--- config.mk ---
export PLATFORM = sky130hd
export DESIGN_NAME = gregorian_date_step_flat
export DESIGN_NICKNAME = d
export VERILOG_FILES = /design/src/hw/rtl/gds_pkg.sv /design/src/hw/rtl/gds_if.sv /design/src/hw/rtl/gregorian_date_step.sv /design/src/hw/rtl/gds_year_split.sv /design/src/hw/rtl/gds_day_step.sv /design/src/flat_wrapper.sv
export SDC_FILE = /design/constraint.sdc
export NUM_CORES = 1
export LEC_CHECK = 0
export ABC_CLOCK_PERIOD_IN_PS = 5800
export BUFFER_PORTS_ARGS = -buffer_cell sky130_fd_sc_hd__buf_2
export CAP_MARGIN = 5
export CORE_UTILIZATION = 55
export DETAILED_ROUTE_END_ITERATION = 12
export PLACE_DENSITY = 0.86
export REMOVE_ABC_BUFFERS = 1
export SKIP_LAST_GASP = 1
export SYNTH_ARGS = -nofsm -noshare
export SYNTH_HDL_FRONTEND = slang
export SYNTH_HIERARCHICAL = 1
export SYNTH_SLANG_ARGS = --single-unit
--- constraint.sdc ---
create_clock -name clk_i -period 5.8 [get_ports clk_i]
set_input_delay 0.58 -clock clk_i [delete_from_list [all_inputs] [get_ports clk_i]]
set_output_delay 0.58 -clock clk_i [all_outputs]
set_load 0.01 [all_outputs]
--- src/hw/rtl/gds_pkg.sv ---
`timescale 1ns / 1ps
// ----------------------------------------------------------------------------
// gds_pkg: shared constants and calendar functions
// Month codes, block defaults, divide-by-100 reciprocal and leap/month rules.
// ----------------------------------------------------------------------------
package gds_pkg;

  localparam int unsigned MAX_YEAR_DEF  = 9999;
  localparam int unsigned MAX_STEPS_DEF = 65535;

  localparam int unsigned DAY_W   = 5;
  localparam int unsigned MONTH_W = 4;
  localparam int unsigned YEAR_IO_W = 14;
  localparam int unsigned COUNT_W = 16;

  // floor(y / 100) = (y * DIV100_MUL) >> DIV100_SHIFT, exact for y below 2**16
  localparam int unsigned DIV100_MUL   = 83887;
  localparam int unsigned DIV100_MUL_W = 17;
  localparam int unsigned DIV100_SHIFT = 23;

  localparam logic [MONTH_W-1:0] MON_JAN = 4'd1;
  localparam logic [MONTH_W-1:0] MON_FEB = 4'd2;
  localparam logic [MONTH_W-1:0] MON_APR = 4'd4;
  localparam logic [MONTH_W-1:0] MON_JUN = 4'd6;
  localparam logic [MONTH_W-1:0] MON_SEP = 4'd9;
  localparam logic [MONTH_W-1:0] MON_NOV = 4'd11;
  localparam logic [MONTH_W-1:0] MON_DEC = 4'd12;

  localparam logic [DAY_W-1:0] DAY_FIRST = 5'd1;
  localparam logic [DAY_W-1:0] DAY_LAST  = 5'd31;

  localparam logic [6:0] CENT_LAST = 7'd99;

  typedef struct packed {
    logic [DAY_W-1:0]   day;
    logic [MONTH_W-1:0] month;
    logic [6:0]         mod100;
    logic [1:0]         cent;
  } gds_cal_t;

  function automatic logic gds_is_leap(logic [6:0] mod100, logic [1:0] cent,
                                       logic [1:0] ylo);
    if (mod100 == 7'd0) begin
      return cent == 2'd0;
    end
    return ylo == 2'd0;
  endfunction

  function automatic logic [DAY_W-1:0] gds_month_len(logic [MONTH_W-1:0] month,
                                                     logic leap);
    logic [DAY_W-1:0] len;
    case (month)
      MON_FEB: len = leap ? 5'd29 : 5'd28;
      MON_APR, MON_JUN, MON_SEP, MON_NOV: len = 5'd30;
      default: len = 5'd31;
    endcase
    return len;
  endfunction

endpackage

--- src/hw/rtl/gds_if.sv ---
`timescale 1ns / 1ps
// ----------------------------------------------------------------------------
// gds_if: request and response channels
// Valid/ready channels carrying the date step request and its result.
// ----------------------------------------------------------------------------
interface gds_req_if;
  logic        valid;
  logic        ready;
  logic        action;
  logic [4:0]  start_day;
  logic [3:0]  start_month;
  logic [13:0] start_year;
  logic [15:0] day_count;

  modport source (output valid, action, start_day, start_month, start_year, day_count,
                  input ready);
  modport sink   (input valid, action, start_day, start_month, start_year, day_count,
                  output ready);
endinterface

interface gds_rsp_if;
  logic        valid;
  logic        ready;
  logic [4:0]  result_day;
  logic [3:0]  result_month;
  logic [13:0] result_year;
  logic        date_valid;
  logic        out_of_range;

  modport source (output valid, result_day, result_month, result_year, date_valid,
                  out_of_range, input ready);
  modport sink   (input valid, result_day, result_month, result_year, date_valid,
                  out_of_range, output ready);
endinterface

--- src/hw/rtl/gregorian_date_step.sv ---
`timescale 1ns / 1ps
// ----------------------------------------------------------------------------
// gregorian_date_step: add or subtract days from a Gregorian date
// Sequencer around a shared one-day step unit and a year splitter.
// ----------------------------------------------------------------------------
// Sequence: ST_SPLIT1, ST_SPLIT2, ST_CHECK, then ST_RUN for N steps (N = day count,
//   clipped to MAX_STEPS, fewer if a limit is hit), then ST_FINISH; an invalid date
//   skips ST_RUN. A new request is taken only in ST_IDLE, after the last result is
//   loaded; the step unit moves the date one day per cycle; a held result stalls.
// Reset: clears the sequencer and the result valid flag; no stored tables.
module gregorian_date_step
  import gds_pkg::*;
#(
  parameter int unsigned MAX_YEAR  = MAX_YEAR_DEF,
  parameter int unsigned MAX_STEPS = MAX_STEPS_DEF
) (
  input  logic           clk_i,
  input  logic           rst_ni,
  gds_req_if.sink        req_i,
  gds_rsp_if.source      rsp_o
);

  localparam int unsigned YEAR_NEED = $clog2(MAX_YEAR + 1);
  localparam int unsigned YEAR_W    = (YEAR_NEED > YEAR_IO_W) ? YEAR_NEED : YEAR_IO_W;
  localparam logic [YEAR_W-1:0] YearMax = YEAR_W'(MAX_YEAR);

  typedef enum logic [2:0] {
    ST_IDLE,
    ST_SPLIT1,
    ST_SPLIT2,
    ST_CHECK,
    ST_RUN,
    ST_FINISH
  } state_e;

  state_e             state_q;
  gds_cal_t           cal_q;
  logic [YEAR_W-1:0]  year_q;
  logic [COUNT_W-1:0] cnt_q;
  logic               back_q;
  logic               valid_q;
  logic               oor_q;

  logic               out_valid_q;
  logic [4:0]         out_day_q;
  logic [3:0]         out_month_q;
  logic [13:0]        out_year_q;
  logic               out_date_valid_q;
  logic               out_oor_q;

  logic [6:0]         split_mod100;
  logic [1:0]         split_cent;
  gds_cal_t           step_cal;
  logic [YEAR_W-1:0]  step_year;
  logic               step_limit;

  logic               req_take;
  logic               start_leap;
  logic               start_ok;
  logic [COUNT_W-1:0] cnt_clip;
  logic               out_free;
  logic               out_load;

  gds_year_split #(
    .YEAR_W (YEAR_W)
  ) u_split (
    .clk_i    (clk_i),
    .year_i   (year_q),
    .mod100_o (split_mod100),
    .cent_o   (split_cent)
  );

  gds_day_step #(
    .YEAR_W   (YEAR_W),
    .MAX_YEAR (MAX_YEAR)
  ) u_step (
    .back_i  (back_q),
    .cal_i   (cal_q),
    .year_i  (year_q),
    .cal_o   (step_cal),
    .year_o  (step_year),
    .limit_o (step_limit)
  );

  assign req_i.ready = (state_q == ST_IDLE);
  assign req_take    = req_i.valid && req_i.ready;
  assign out_free    = !out_valid_q || rsp_o.ready;
  assign out_load    = (state_q == ST_FINISH) && out_free;

  assign cnt_clip = (24'(req_i.day_count) > 24'(MAX_STEPS)) ? COUNT_W'(MAX_STEPS)
                                                           : req_i.day_count;

  assign start_leap = gds_is_leap(split_mod100, split_cent, year_q[1:0]);
  assign start_ok   = (cal_q.month >= MON_JAN) && (cal_q.month <= MON_DEC) &&
                      (cal_q.day >= DAY_FIRST) && (year_q <= YearMax) &&
                      (cal_q.day <= gds_month_len(cal_q.month, start_leap));

  assign rsp_o.valid        = out_valid_q;
  assign rsp_o.result_day   = out_day_q;
  assign rsp_o.result_month = out_month_q;
  assign rsp_o.result_year  = out_year_q;
  assign rsp_o.date_valid   = out_date_valid_q;
  assign rsp_o.out_of_range = out_oor_q;

  always_ff @(posedge clk_i or negedge rst_ni) begin
    if (!rst_ni) begin
      state_q          <= ST_IDLE;
      cal_q            <= '0;
      year_q           <= '0;
      cnt_q            <= '0;
      back_q           <= 1'b0;
      valid_q          <= 1'b0;
      oor_q            <= 1'b0;
      out_valid_q      <= 1'b0;
      out_day_q        <= '0;
      out_month_q      <= '0;
      out_year_q       <= '0;
      out_date_valid_q <= 1'b0;
      out_oor_q        <= 1'b0;
    end else begin
      if (out_load) begin
        out_valid_q <= 1'b1;
      end else if (rsp_o.ready) begin
        out_valid_q <= 1'b0;
      end
      case (state_q)
        ST_IDLE: begin
          if (req_take) begin
            cal_q.day   <= req_i.start_day;
            cal_q.month <= req_i.start_month;
            year_q      <= YEAR_W'(req_i.start_year);
            cnt_q       <= cnt_clip;
            back_q      <= req_i.action;
            oor_q       <= 1'b0;
            state_q     <= ST_SPLIT1;
          end
        end
        ST_SPLIT1: state_q <= ST_SPLIT2;
        ST_SPLIT2: state_q <= ST_CHECK;
        ST_CHECK: begin
          cal_q.mod100 <= split_mod100;
          cal_q.cent   <= split_cent;
          valid_q      <= start_ok;
          state_q      <= start_ok ? ST_RUN : ST_FINISH;
        end
        ST_RUN: begin
          if (cnt_q == '0) begin
            state_q <= ST_FINISH;
          end else if (step_limit) begin
            oor_q   <= 1'b1;
            state_q <= ST_FINISH;
          end else begin
            cal_q  <= step_cal;
            year_q <= step_year;
            cnt_q  <= cnt_q - COUNT_W'(1);
          end
        end
        ST_FINISH: begin
          if (out_free) begin
            out_day_q        <= cal_q.day;
            out_month_q      <= cal_q.month;
            out_year_q       <= year_q[YEAR_IO_W-1:0];
            out_date_valid_q <= valid_q;
            out_oor_q        <= oor_q;
            state_q          <= ST_IDLE;
          end
        end
        default: state_q <= ST_IDLE;
      endcase
    end
  end

endmodule

--- src/hw/rtl/gds_year_split.sv ---
`timescale 1ns / 1ps
// ----------------------------------------------------------------------------
// gds_year_split: year modulo 100 and century modulo 4
// Two registered stages: reciprocal multiply, then remainder recovery.
// ----------------------------------------------------------------------------
module gds_year_split
  import gds_pkg::*;
#(
  parameter int unsigned YEAR_W = 14
) (
  input  logic              clk_i,
  input  logic [YEAR_W-1:0] year_i,
  output logic [6:0]        mod100_o,
  output logic [1:0]        cent_o
);

  localparam int unsigned PROD_W = YEAR_W + DIV100_MUL_W;
  localparam int unsigned QUOT_W = PROD_W - DIV100_SHIFT;

  logic [PROD_W-1:0] prod;
  logic [QUOT_W-1:0] quot_q;
  logic [YEAR_W-1:0] year_q;
  logic [YEAR_W-1:0] rem;

  assign prod = PROD_W'(year_i) * PROD_W'(DIV100_MUL);
  assign rem  = year_q - YEAR_W'(quot_q) * YEAR_W'(100);

  always_ff @(posedge clk_i) begin
    quot_q   <= prod[PROD_W-1:DIV100_SHIFT];
    year_q   <= year_i;
    mod100_o <= rem[6:0];
    cent_o   <= quot_q[1:0];
  end

endmodule

--- src/hw/rtl/gds_day_step.sv ---
`timescale 1ns / 1ps
// ----------------------------------------------------------------------------
// gds_day_step: one-day calendar step
// Moves a date one day forward or backward and flags the range limits.
// ----------------------------------------------------------------------------
module gds_day_step
  import gds_pkg::*;
#(
  parameter int unsigned YEAR_W   = 14,
  parameter int unsigned MAX_YEAR = MAX_YEAR_DEF
) (
  input  logic              back_i,
  input  gds_cal_t          cal_i,
  input  logic [YEAR_W-1:0] year_i,
  output gds_cal_t          cal_o,
  output logic [YEAR_W-1:0] year_o,
  output logic              limit_o
);

  localparam logic [YEAR_W-1:0] YearMax = YEAR_W'(MAX_YEAR);

  logic             leap;
  logic [DAY_W-1:0] len_cur;
  logic [DAY_W-1:0] len_prev;

  assign leap     = gds_is_leap(cal_i.mod100, cal_i.cent, year_i[1:0]);
  assign len_cur  = gds_month_len(cal_i.month, leap);
  assign len_prev = gds_month_len(cal_i.month - MONTH_W'(1), leap);

  always_comb begin
    cal_o   = cal_i;
    year_o  = year_i;
    limit_o = 1'b0;
    if (!back_i) begin
      if (cal_i.day >= len_cur) begin
        if (cal_i.month == MON_DEC) begin
          if (year_i >= YearMax) begin
            limit_o = 1'b1;
          end else begin
            cal_o.day   = DAY_FIRST;
            cal_o.month = MON_JAN;
            year_o      = year_i + YEAR_W'(1);
            if (cal_i.mod100 == CENT_LAST) begin
              cal_o.mod100 = 7'd0;
              cal_o.cent   = cal_i.cent + 2'd1;
            end else begin
              cal_o.mod100 = cal_i.mod100 + 7'd1;
            end
          end
        end else begin
          cal_o.day   = DAY_FIRST;
          cal_o.month = cal_i.month + MONTH_W'(1);
        end
      end else begin
        cal_o.day = cal_i.day + DAY_W'(1);
      end
    end else begin
      if (cal_i.day <= DAY_FIRST) begin
        if (cal_i.month == MON_JAN) begin
          if (year_i == '0) begin
            limit_o = 1'b1;
          end else begin
            cal_o.day   = DAY_LAST;
            cal_o.month = MON_DEC;
            year_o      = year_i - YEAR_W'(1);
            if (cal_i.mod100 == 7'd0) begin
              cal_o.mod100 = CENT_LAST;
              cal_o.cent   = cal_i.cent - 2'd1;
            end else begin
              cal_o.mod100 = cal_i.mod100 - 7'd1;
            end
          end
        end else begin
          cal_o.month = cal_i.month - MONTH_W'(1);
          cal_o.day   = len_prev;
        end
      end else begin
        cal_o.day = cal_i.day - DAY_W'(1);
      end
    end
  end

endmodule

--- src/flat_wrapper.sv ---
// flat-port wrapper written by rule: the top's interface ports become plain ports
module gregorian_date_step_flat import gds_pkg::*;
#(
  parameter int unsigned MAX_YEAR  = MAX_YEAR_DEF,
  parameter int unsigned MAX_STEPS = MAX_STEPS_DEF
)
  (clk_i, rst_ni, req_i_valid, req_i_action, req_i_start_day, req_i_start_month, req_i_start_year, req_i_day_count, req_i_ready, rsp_o_valid, rsp_o_result_day, rsp_o_result_month, rsp_o_result_year, rsp_o_date_valid, rsp_o_out_of_range, rsp_o_ready);
  gds_req_if req_i_i ();
  gds_rsp_if rsp_o_i ();
  input  logic clk_i;
  input  logic rst_ni;
  input wire logic [$bits(req_i_i.valid)-1:0] req_i_valid;
  input wire logic [$bits(req_i_i.action)-1:0] req_i_action;
  input wire logic [$bits(req_i_i.start_day)-1:0] req_i_start_day;
  input wire logic [$bits(req_i_i.start_month)-1:0] req_i_start_month;
  input wire logic [$bits(req_i_i.start_year)-1:0] req_i_start_year;
  input wire logic [$bits(req_i_i.day_count)-1:0] req_i_day_count;
  output wire logic [$bits(req_i_i.ready)-1:0] req_i_ready;
  output wire logic [$bits(rsp_o_i.valid)-1:0] rsp_o_valid;
  output wire logic [$bits(rsp_o_i.result_day)-1:0] rsp_o_result_day;
  output wire logic [$bits(rsp_o_i.result_month)-1:0] rsp_o_result_month;
  output wire logic [$bits(rsp_o_i.result_year)-1:0] rsp_o_result_year;
  output wire logic [$bits(rsp_o_i.date_valid)-1:0] rsp_o_date_valid;
  output wire logic [$bits(rsp_o_i.out_of_range)-1:0] rsp_o_out_of_range;
  input wire logic [$bits(rsp_o_i.ready)-1:0] rsp_o_ready;
  assign req_i_i.valid = req_i_valid;
  assign req_i_i.action = req_i_action;
  assign req_i_i.start_day = req_i_start_day;
  assign req_i_i.start_month = req_i_start_month;
  assign req_i_i.start_year = req_i_start_year;
  assign req_i_i.day_count = req_i_day_count;
  assign req_i_ready = req_i_i.ready;
  assign rsp_o_valid = rsp_o_i.valid;
  assign rsp_o_result_day = rsp_o_i.result_day;
  assign rsp_o_result_month = rsp_o_i.result_month;
  assign rsp_o_result_year = rsp_o_i.result_year;
  assign rsp_o_date_valid = rsp_o_i.date_valid;
  assign rsp_o_out_of_range = rsp_o_i.out_of_range;
  assign rsp_o_i.ready = rsp_o_ready;
  gregorian_date_step #(.MAX_YEAR(MAX_YEAR), .MAX_STEPS(MAX_STEPS)) u_core (.clk_i(clk_i), .rst_ni(rst_ni), .req_i(req_i_i), .rsp_o(rsp_o_i));
endmodule
==> impl_metrics.yaml, run 1 <==
grt:
  grt_overflow_total: 0
  grt_max_degree: 61
  grt_pass1_vias: 8505
  grt_pass1_wl_mm: 42.23
  antenna_found_initial: 0
  grt_usage_pct: 27.07
detailed_routing:
  vias: 8502
  drtIter0Drc: 651
  dr.pass1.iters: 7
  viasPerCell: 6.021
  drc_errors: 0
  drt-total-wl_mm: 25.24
  wl_per_cell_um: 17.87
  antenna_left: 0
placement:
  gp_congestion: 0.9629
  port_buffers: 70
  placed_area_sq_um: 11080
  dp_hpwl_mm: 19.27
floorplanning:
  dieArea_sq_um: 19650
  ios: 71
  num_rows: 50
  fp.dieH_um: 140.2
  fp.coreArea_sq_um: 18710
  start_util_pct: 56.15
  die_w_um: 140.2
sta:
  rsz0062_at_grt: "no"
  fin_skew_ns: 0.009993
  period_share_pct: 91.11
  relSlewSlack_pct: 29.45
  tns_ns: 0
  finalHoldViolations: 0
  fmax_mhz: 189.2
  layout_min_cycle_time_ns: 5.284
  drv_slew: 0
  tightest_slew_ns: 1.058
  setup_viol_count_final: 0
cts:
  cts_sinks: 101
  clkSlewWorstSetupHoldPaths_ns: 0.08
  clockRootBuffer: "clkbuf_16"
  cts_htree_levels: 3
  clock_path_buffers: 2
  cts_tree: "done"
  clk_latency_ns: 0.36
  cts-buffers-inserted: 9
  cts_resized: 0
  ctsHoldBuffers: 0
  cts_setup_buffers: 0
yosys:
  synthTopCellsByArea: "dfrtp_1, fa_1, ha_1"
  syn_area_per_cell_sq_um: 9.402
  yosys_most_used_dff: "dfrtp_1"
  syn_area_sq_um: 10500
  syn_inst: 1117
  synthDominantCellAreaShare_pct: 19.06
  yosys_warnings: 6
  async_flop_share_pct: 79.21
  ys_types: 85
  synth_edf_count: 0
  synth_top_cell_by_area: "dfrtp_1"
  synth_seq_area_share_pct: 23.06
  synth-seq-cells: 101
setup_path:
  critical_path.max_stage_delay_ns: 0.63
  path_max_fanout: 3
  arrival_ns: 5.57
  critPathTopFamily: "adder cells"
  crit_type: "reg -> reg"
  path_common_cell: "fa_1"
  slowest_stage: "fa_1"
  endpoint_kind: "flip-flop"
  crit_path_cell_trace: "fa_1 > inv_1 > fa_1 > inv_1 > fa_1 > fa_1 > inv_1 > fa_1 > inv_1 > fa_1 > ha_1 > nand2_1 > nor3_1 > o211ai_1 > o21ai_1 > nand2b_1 > xor2_1"
  startpoint_type: "flip-flop"
  required_ns: 6.09
  cp_num_buf_inv: 4
final_layout:
  layout_commonest_cell: "inv_1"
  fillers: 1487
  final_cell_mix: "inv_1, ha_1, fa_1, dfrtp_1, nand2_1"
  design_area_sq_um: 11390
  drive_above_1_share_pct: 13.92
  antenna_cells: 0
  area_growth_pct: 8.423
  nets: 1432
worst_hold_path:
  hp-class: "in -> async"
job:
  cap_violations: 0
run_status:
  outcome: "completed"
## registers in the layout, indices dropped and copies added (netlist names)
| register | count |
|---|---|
| u_core/cal_q | 18 |
| u_core/cnt_q | 16 |
| u_core/rsp_o.result_year | 14 |
| u_core/year_q | 14 |
| u_core/u_split/mod100_o | 7 |
| u_core/u_split/year_q | 7 |
| u_core/rsp_o.result_day | 5 |
| u_core/u_split/quot_q | 5 |
| u_core/rsp_o.result_month | 4 |
| u_core/state_q | 3 |
| u_core/u_split/cent_o | 2 |
| u_core/back_q | 1 |
| u_core/oor_q | 1 |
| u_core/rsp_o.date_valid | 1 |
| u_core/rsp_o.out_of_range | 1 |
| u_core/rsp_o.valid | 1 |
| u_core/valid_q | 1 |
## cell type report
type,instances,area [sq um],area share [%]
Clock inverter,6,77.57,0.6812
Timing Repair Buffer,93,525.5,4.615
Clock buffer,10,229.0,2.011
Tap cell,234,292.8,2.571
Sequential cell,101,2422,21.27
Inverter,159,598.1,5.252
Multi-Input combinational cell,809,7242,63.60
## per-stage QoR
step,cells,worst slack (ns),hold slack (ns),util (%)
after detailed placement,1396,0.5841,0.3135,59.24
after global placement,1396,0.7051,0.3101,59.24
final,1412,0.5159,0.08995,60.88
after CTS,1412,0.5302,0.1035,60.88
after floorplan,1069,0.1284,0.2844,-
after global routing,1412,0.2639,0.1105,60.88
## kinds of logic (layout without fill, tap and decap cells)
family	Yosys count	in the layout	share of synthesized area, %
simple gates	277	277	14.43
compound gates	219	219	13.58
fa+ha+maj	215	215	31.55
buf+inv	207	268	8.125
flops	101	101	23.06
mux	65	65	6.505
xor+xnor	33	33	2.752
## routing by layer
layer	part of all wire, %	GRT usage, %
met3	5.6	4.376
met4	3.0	11.34
met2	50	46.87
met5	0	0
met1	42	33.54
## synthesized netlist by cell type, drive strengths merged, types with 4 or more instances
cell and count:
o221ai 4, ha 132, or3 7, and2 4, nor3b 6, a21oi 41
nor2b 4, buf 23, and3 10, dfrtp 80, and4 4, a22oi 6
mux2i 39, o22a 6, nor3 24, nor4 16, a21o 5, or4 8
mux2 26, o211ai 8, fa 83, inv 158, clkbuf 25, nand2 70
dfxtp 21, nor4b 4, nand4 17, a31oi 9, o22ai 5, nand3 26
xnor2 20, xor2 13, o31ai 9, or3b 4, nand3b 6, nand2b 7
nor2 51, o311ai 4, a211oi 6, o21ai 81
## path summary, 6_finish.rpt
kind	end	start	cells after the start	slack [ns]
min	u_core/cal_q[5]$_DFFE_PN0P_	rst_ni	1	0.09
min reg2reg	u_core/u_split/mod100_o[1]$_DFF_P_	u_core/u_split/year_q[1]$_DFF_P_	0	0.33
min in group clk_i	u_core/u_split/mod100_o[1]$_DFF_P_	u_core/u_split/year_q[1]$_DFF_P_	0	0.33
max	u_core/u_split/quot_q[0]$_DFF_P_	u_core/year_q[11]$_DFFE_PN0P_	17	0.52
max in group asynchronous	u_core/rsp_o.result_year[11]$_DFFE_PN0P_	rst_ni	2	4.65
max reg2reg	u_core/u_split/quot_q[0]$_DFF_P_	u_core/year_q[11]$_DFFE_PN0P_	17	0.52
Power of run 1 is left out: the tool's default activity adds up to more than one toggle a clock period on the data nets, which glitch-free logic cannot reach.
==> run 2: changes to the inputs <==
- CORE_UTILIZATION: 55 -> 49
- GPL_TIMING_DRIVEN: not set -> 0
- PLACE_DENSITY: 0.86 -> 0.79
==> impl_metrics.yaml, run 2 (same netlist as run 1, synthesis figures left out) <==
cts:
  clockRootBuffer: "clkbuf_16"
  cts_sinks: 101
  cts_htree_levels: 3
  clk_latency_ns: 0.36
  clock_path_buffers: 2
  clkSlewWorstSetupHoldPaths_ns: 0.08
  cts-buffers-inserted: 9
  ctsHoldBuffers: 0
  cts_tree: "done"
sta:
  tightest_slew_ns: 1.185
  fmax_mhz: 178.7
  drv_slew: 0
  relSlewSlack_pct: 21.00
  setup_viol_count_final: 0
  rsz0062_at_grt: "yes"
  period_share_pct: 96.50
  layout_min_cycle_time_ns: 5.597
  finalHoldViolations: 0
  fin_skew_ns: 0.01014
  hold_ws_ns: 0.1781
final_layout:
  largest_reg_flops: 18
  top_regs: "u_core/cal_q x18, u_core/cnt_q x16"
  layout_commonest_cell: "inv_1"
  regMostFlops: "u_core/cal_q"
  regArea_sq_um: 2431
  final_cell_mix: "inv_1, ha_1, fa_1, dfrtp_1, nand2_1"
  multi_input_area_sq_um: 7261
  fillers: 1831
  fin_util_pct: 54.43
  area_growth_pct: 8.935
  nets: 1418
  drive_above_1_share_pct: 13.66
setup_path:
  endpoint_kind: "flip-flop"
  crit_type: "reg -> reg"
  rr_endpoint: "u_core/u_split/quot_q[1]$_DFF_P_"
  required_ns: 6.02
  arrival_ns: 5.82
  reg2reg_depth: 16
  rrSetupSlack_ns: 0.20
  r2r-start: "u_core/year_q[10]$_DFFE_PN0P_"
  startpoint_type: "flip-flop"
  path_max_fanout: 13
grt:
  antenna_found_initial: 1
  grt_pass1_wl_mm: 41.28
  grt_pass1_vias: 8350
  grt_overflow_total: 0
  grt_usage_pct: 23.60
  grt_max_degree: 50
detailed_routing:
  drtIter0Drc: 545
  dr.pass1.iters: 5
  drt-total-wl_mm: 25.09
  viasPerCell: 5.808
  vias: 8364
  antenna_left: 0
  drc_errors: 0
  wl_per_cell_um: 17.42
floorplanning:
  ios: 71
  fp.coreArea_sq_um: 21020
  die_w_um: 148.4
  fp.dieH_um: 148.4
  num_rows: 53
  dieArea_sq_um: 22020
  start_util_pct: 49.96
worst_hold_path:
  hp-class: "in -> async"
placement:
  port_buffers: 70
  gp_congestion: 0.9297
  dp_hpwl_mm: 19.02
job:
  cap_violations: 0
run_status:
  outcome: "completed"
==> run 2: how the worst max path moves through the flow <==
| stage | start | cells past startpoint | endpoint | slack, ns |
|---|---|---|---|---|
| 6_report | u_core/year_q[10]$_DFFE_PN0P_ | 16 | u_core/u_split/quot_q[1]$_DFF_P_ | 0.20 |
| 5_1_grt | u_core/year_q[11]$_DFFE_PN0P_ | 16 | u_core/u_split/quot_q[1]$_DFF_P_ | -0.1 |
| 4_1_cts | u_core/year_q[7]$_DFFE_PN0P_ | 17 | u_core/u_split/quot_q[2]$_DFF_P_ | 0.02 |
| 3_5_place_dp | u_core/cal_q[2]$_DFFE_PN0P_ | 17 | u_core/cnt_q[4]$_DFFE_PN0P_ | -0.02 |
| 3_3_place_gp | u_core/state_q[1]$_DFFE_PN0P_ | 4 | u_core/cnt_q[13]$_DFFE_PN0P_ | -1.64 |
| 2_1_floorplan | u_core/cal_q[2]$_DFFE_PN0P_ | 16 | u_core/cnt_q[4]$_DFFE_PN0P_ | 0.13 |
==> run 2: cell type report <==
type                       instances  area share (%)
tap                              275           3.007
antenna                            1         0.02187
clock inverter                     5          0.7327
timing repair buffer              79           4.265
sequential                       101           21.25
inverter                         159           5.227
clock buffer                      11           2.034
multi-input combinational        809           63.46
==> run 2: timing repair <==
item / 4_1_cts / 5_1_grt
resized for setup: 1 / 8
buffers inserted: 2 / 0
pin swaps: 1 / 0
hold endpoints to repair: 0 / 0
endpoints found under the setup margin: 5 / 5
cloned: 0 / 0
==> run 2: worst max-delay path, cell delays in order (launching register included) <==
cell and delay [ns]:
dfrtp_1 0.72, ha_1 0.42, inv_1 0.10, fa_1 0.55
inv_1 0.05, fa_1 0.49, inv_1 0.06, fa_1 0.52
inv_1 0.05, fa_1 0.56, fa_1 0.43, ha_1 0.33
nand3_1 0.11, nor3_1 0.27, o2111ai_1 0.27, nand3_2 0.18
xor2_1 0.34
==> run 2: routing by layer <==
metal  up-vias  share of wire [%]  GRT usage, %  routed length [um]
li1       3973                  -             -                   -
met1      4082                 41         29.13               10250
met2       258                 51         41.92               12890
met3        51                5.0         3.466                1259
met4         0                2.7         8.093                 680
met5         -                  0             0                   0
==> run 2: through the flow <==
| stage | cells | setup WS [ns] | setup TNS, ns | cell area [sq um] |
|---|---|---|---|---|
| after floorplan | 1069 | 0.1284 | 0 | 10250 |
| after global placement | 1414 | -1.635 | -66.52 | 10940 |
| after detailed placement | 1421 | -0.01681 | -0.01681 | 11080 |
| after CTS | 1439 | 0.02280 | 0 | 11410 |
| after global routing | 1440 | -0.09613 | -0.09613 | 11440 |
| final | 1440 | 0.2027 | 0 | 11440 |
Power of run 2 is left out for the same reason.
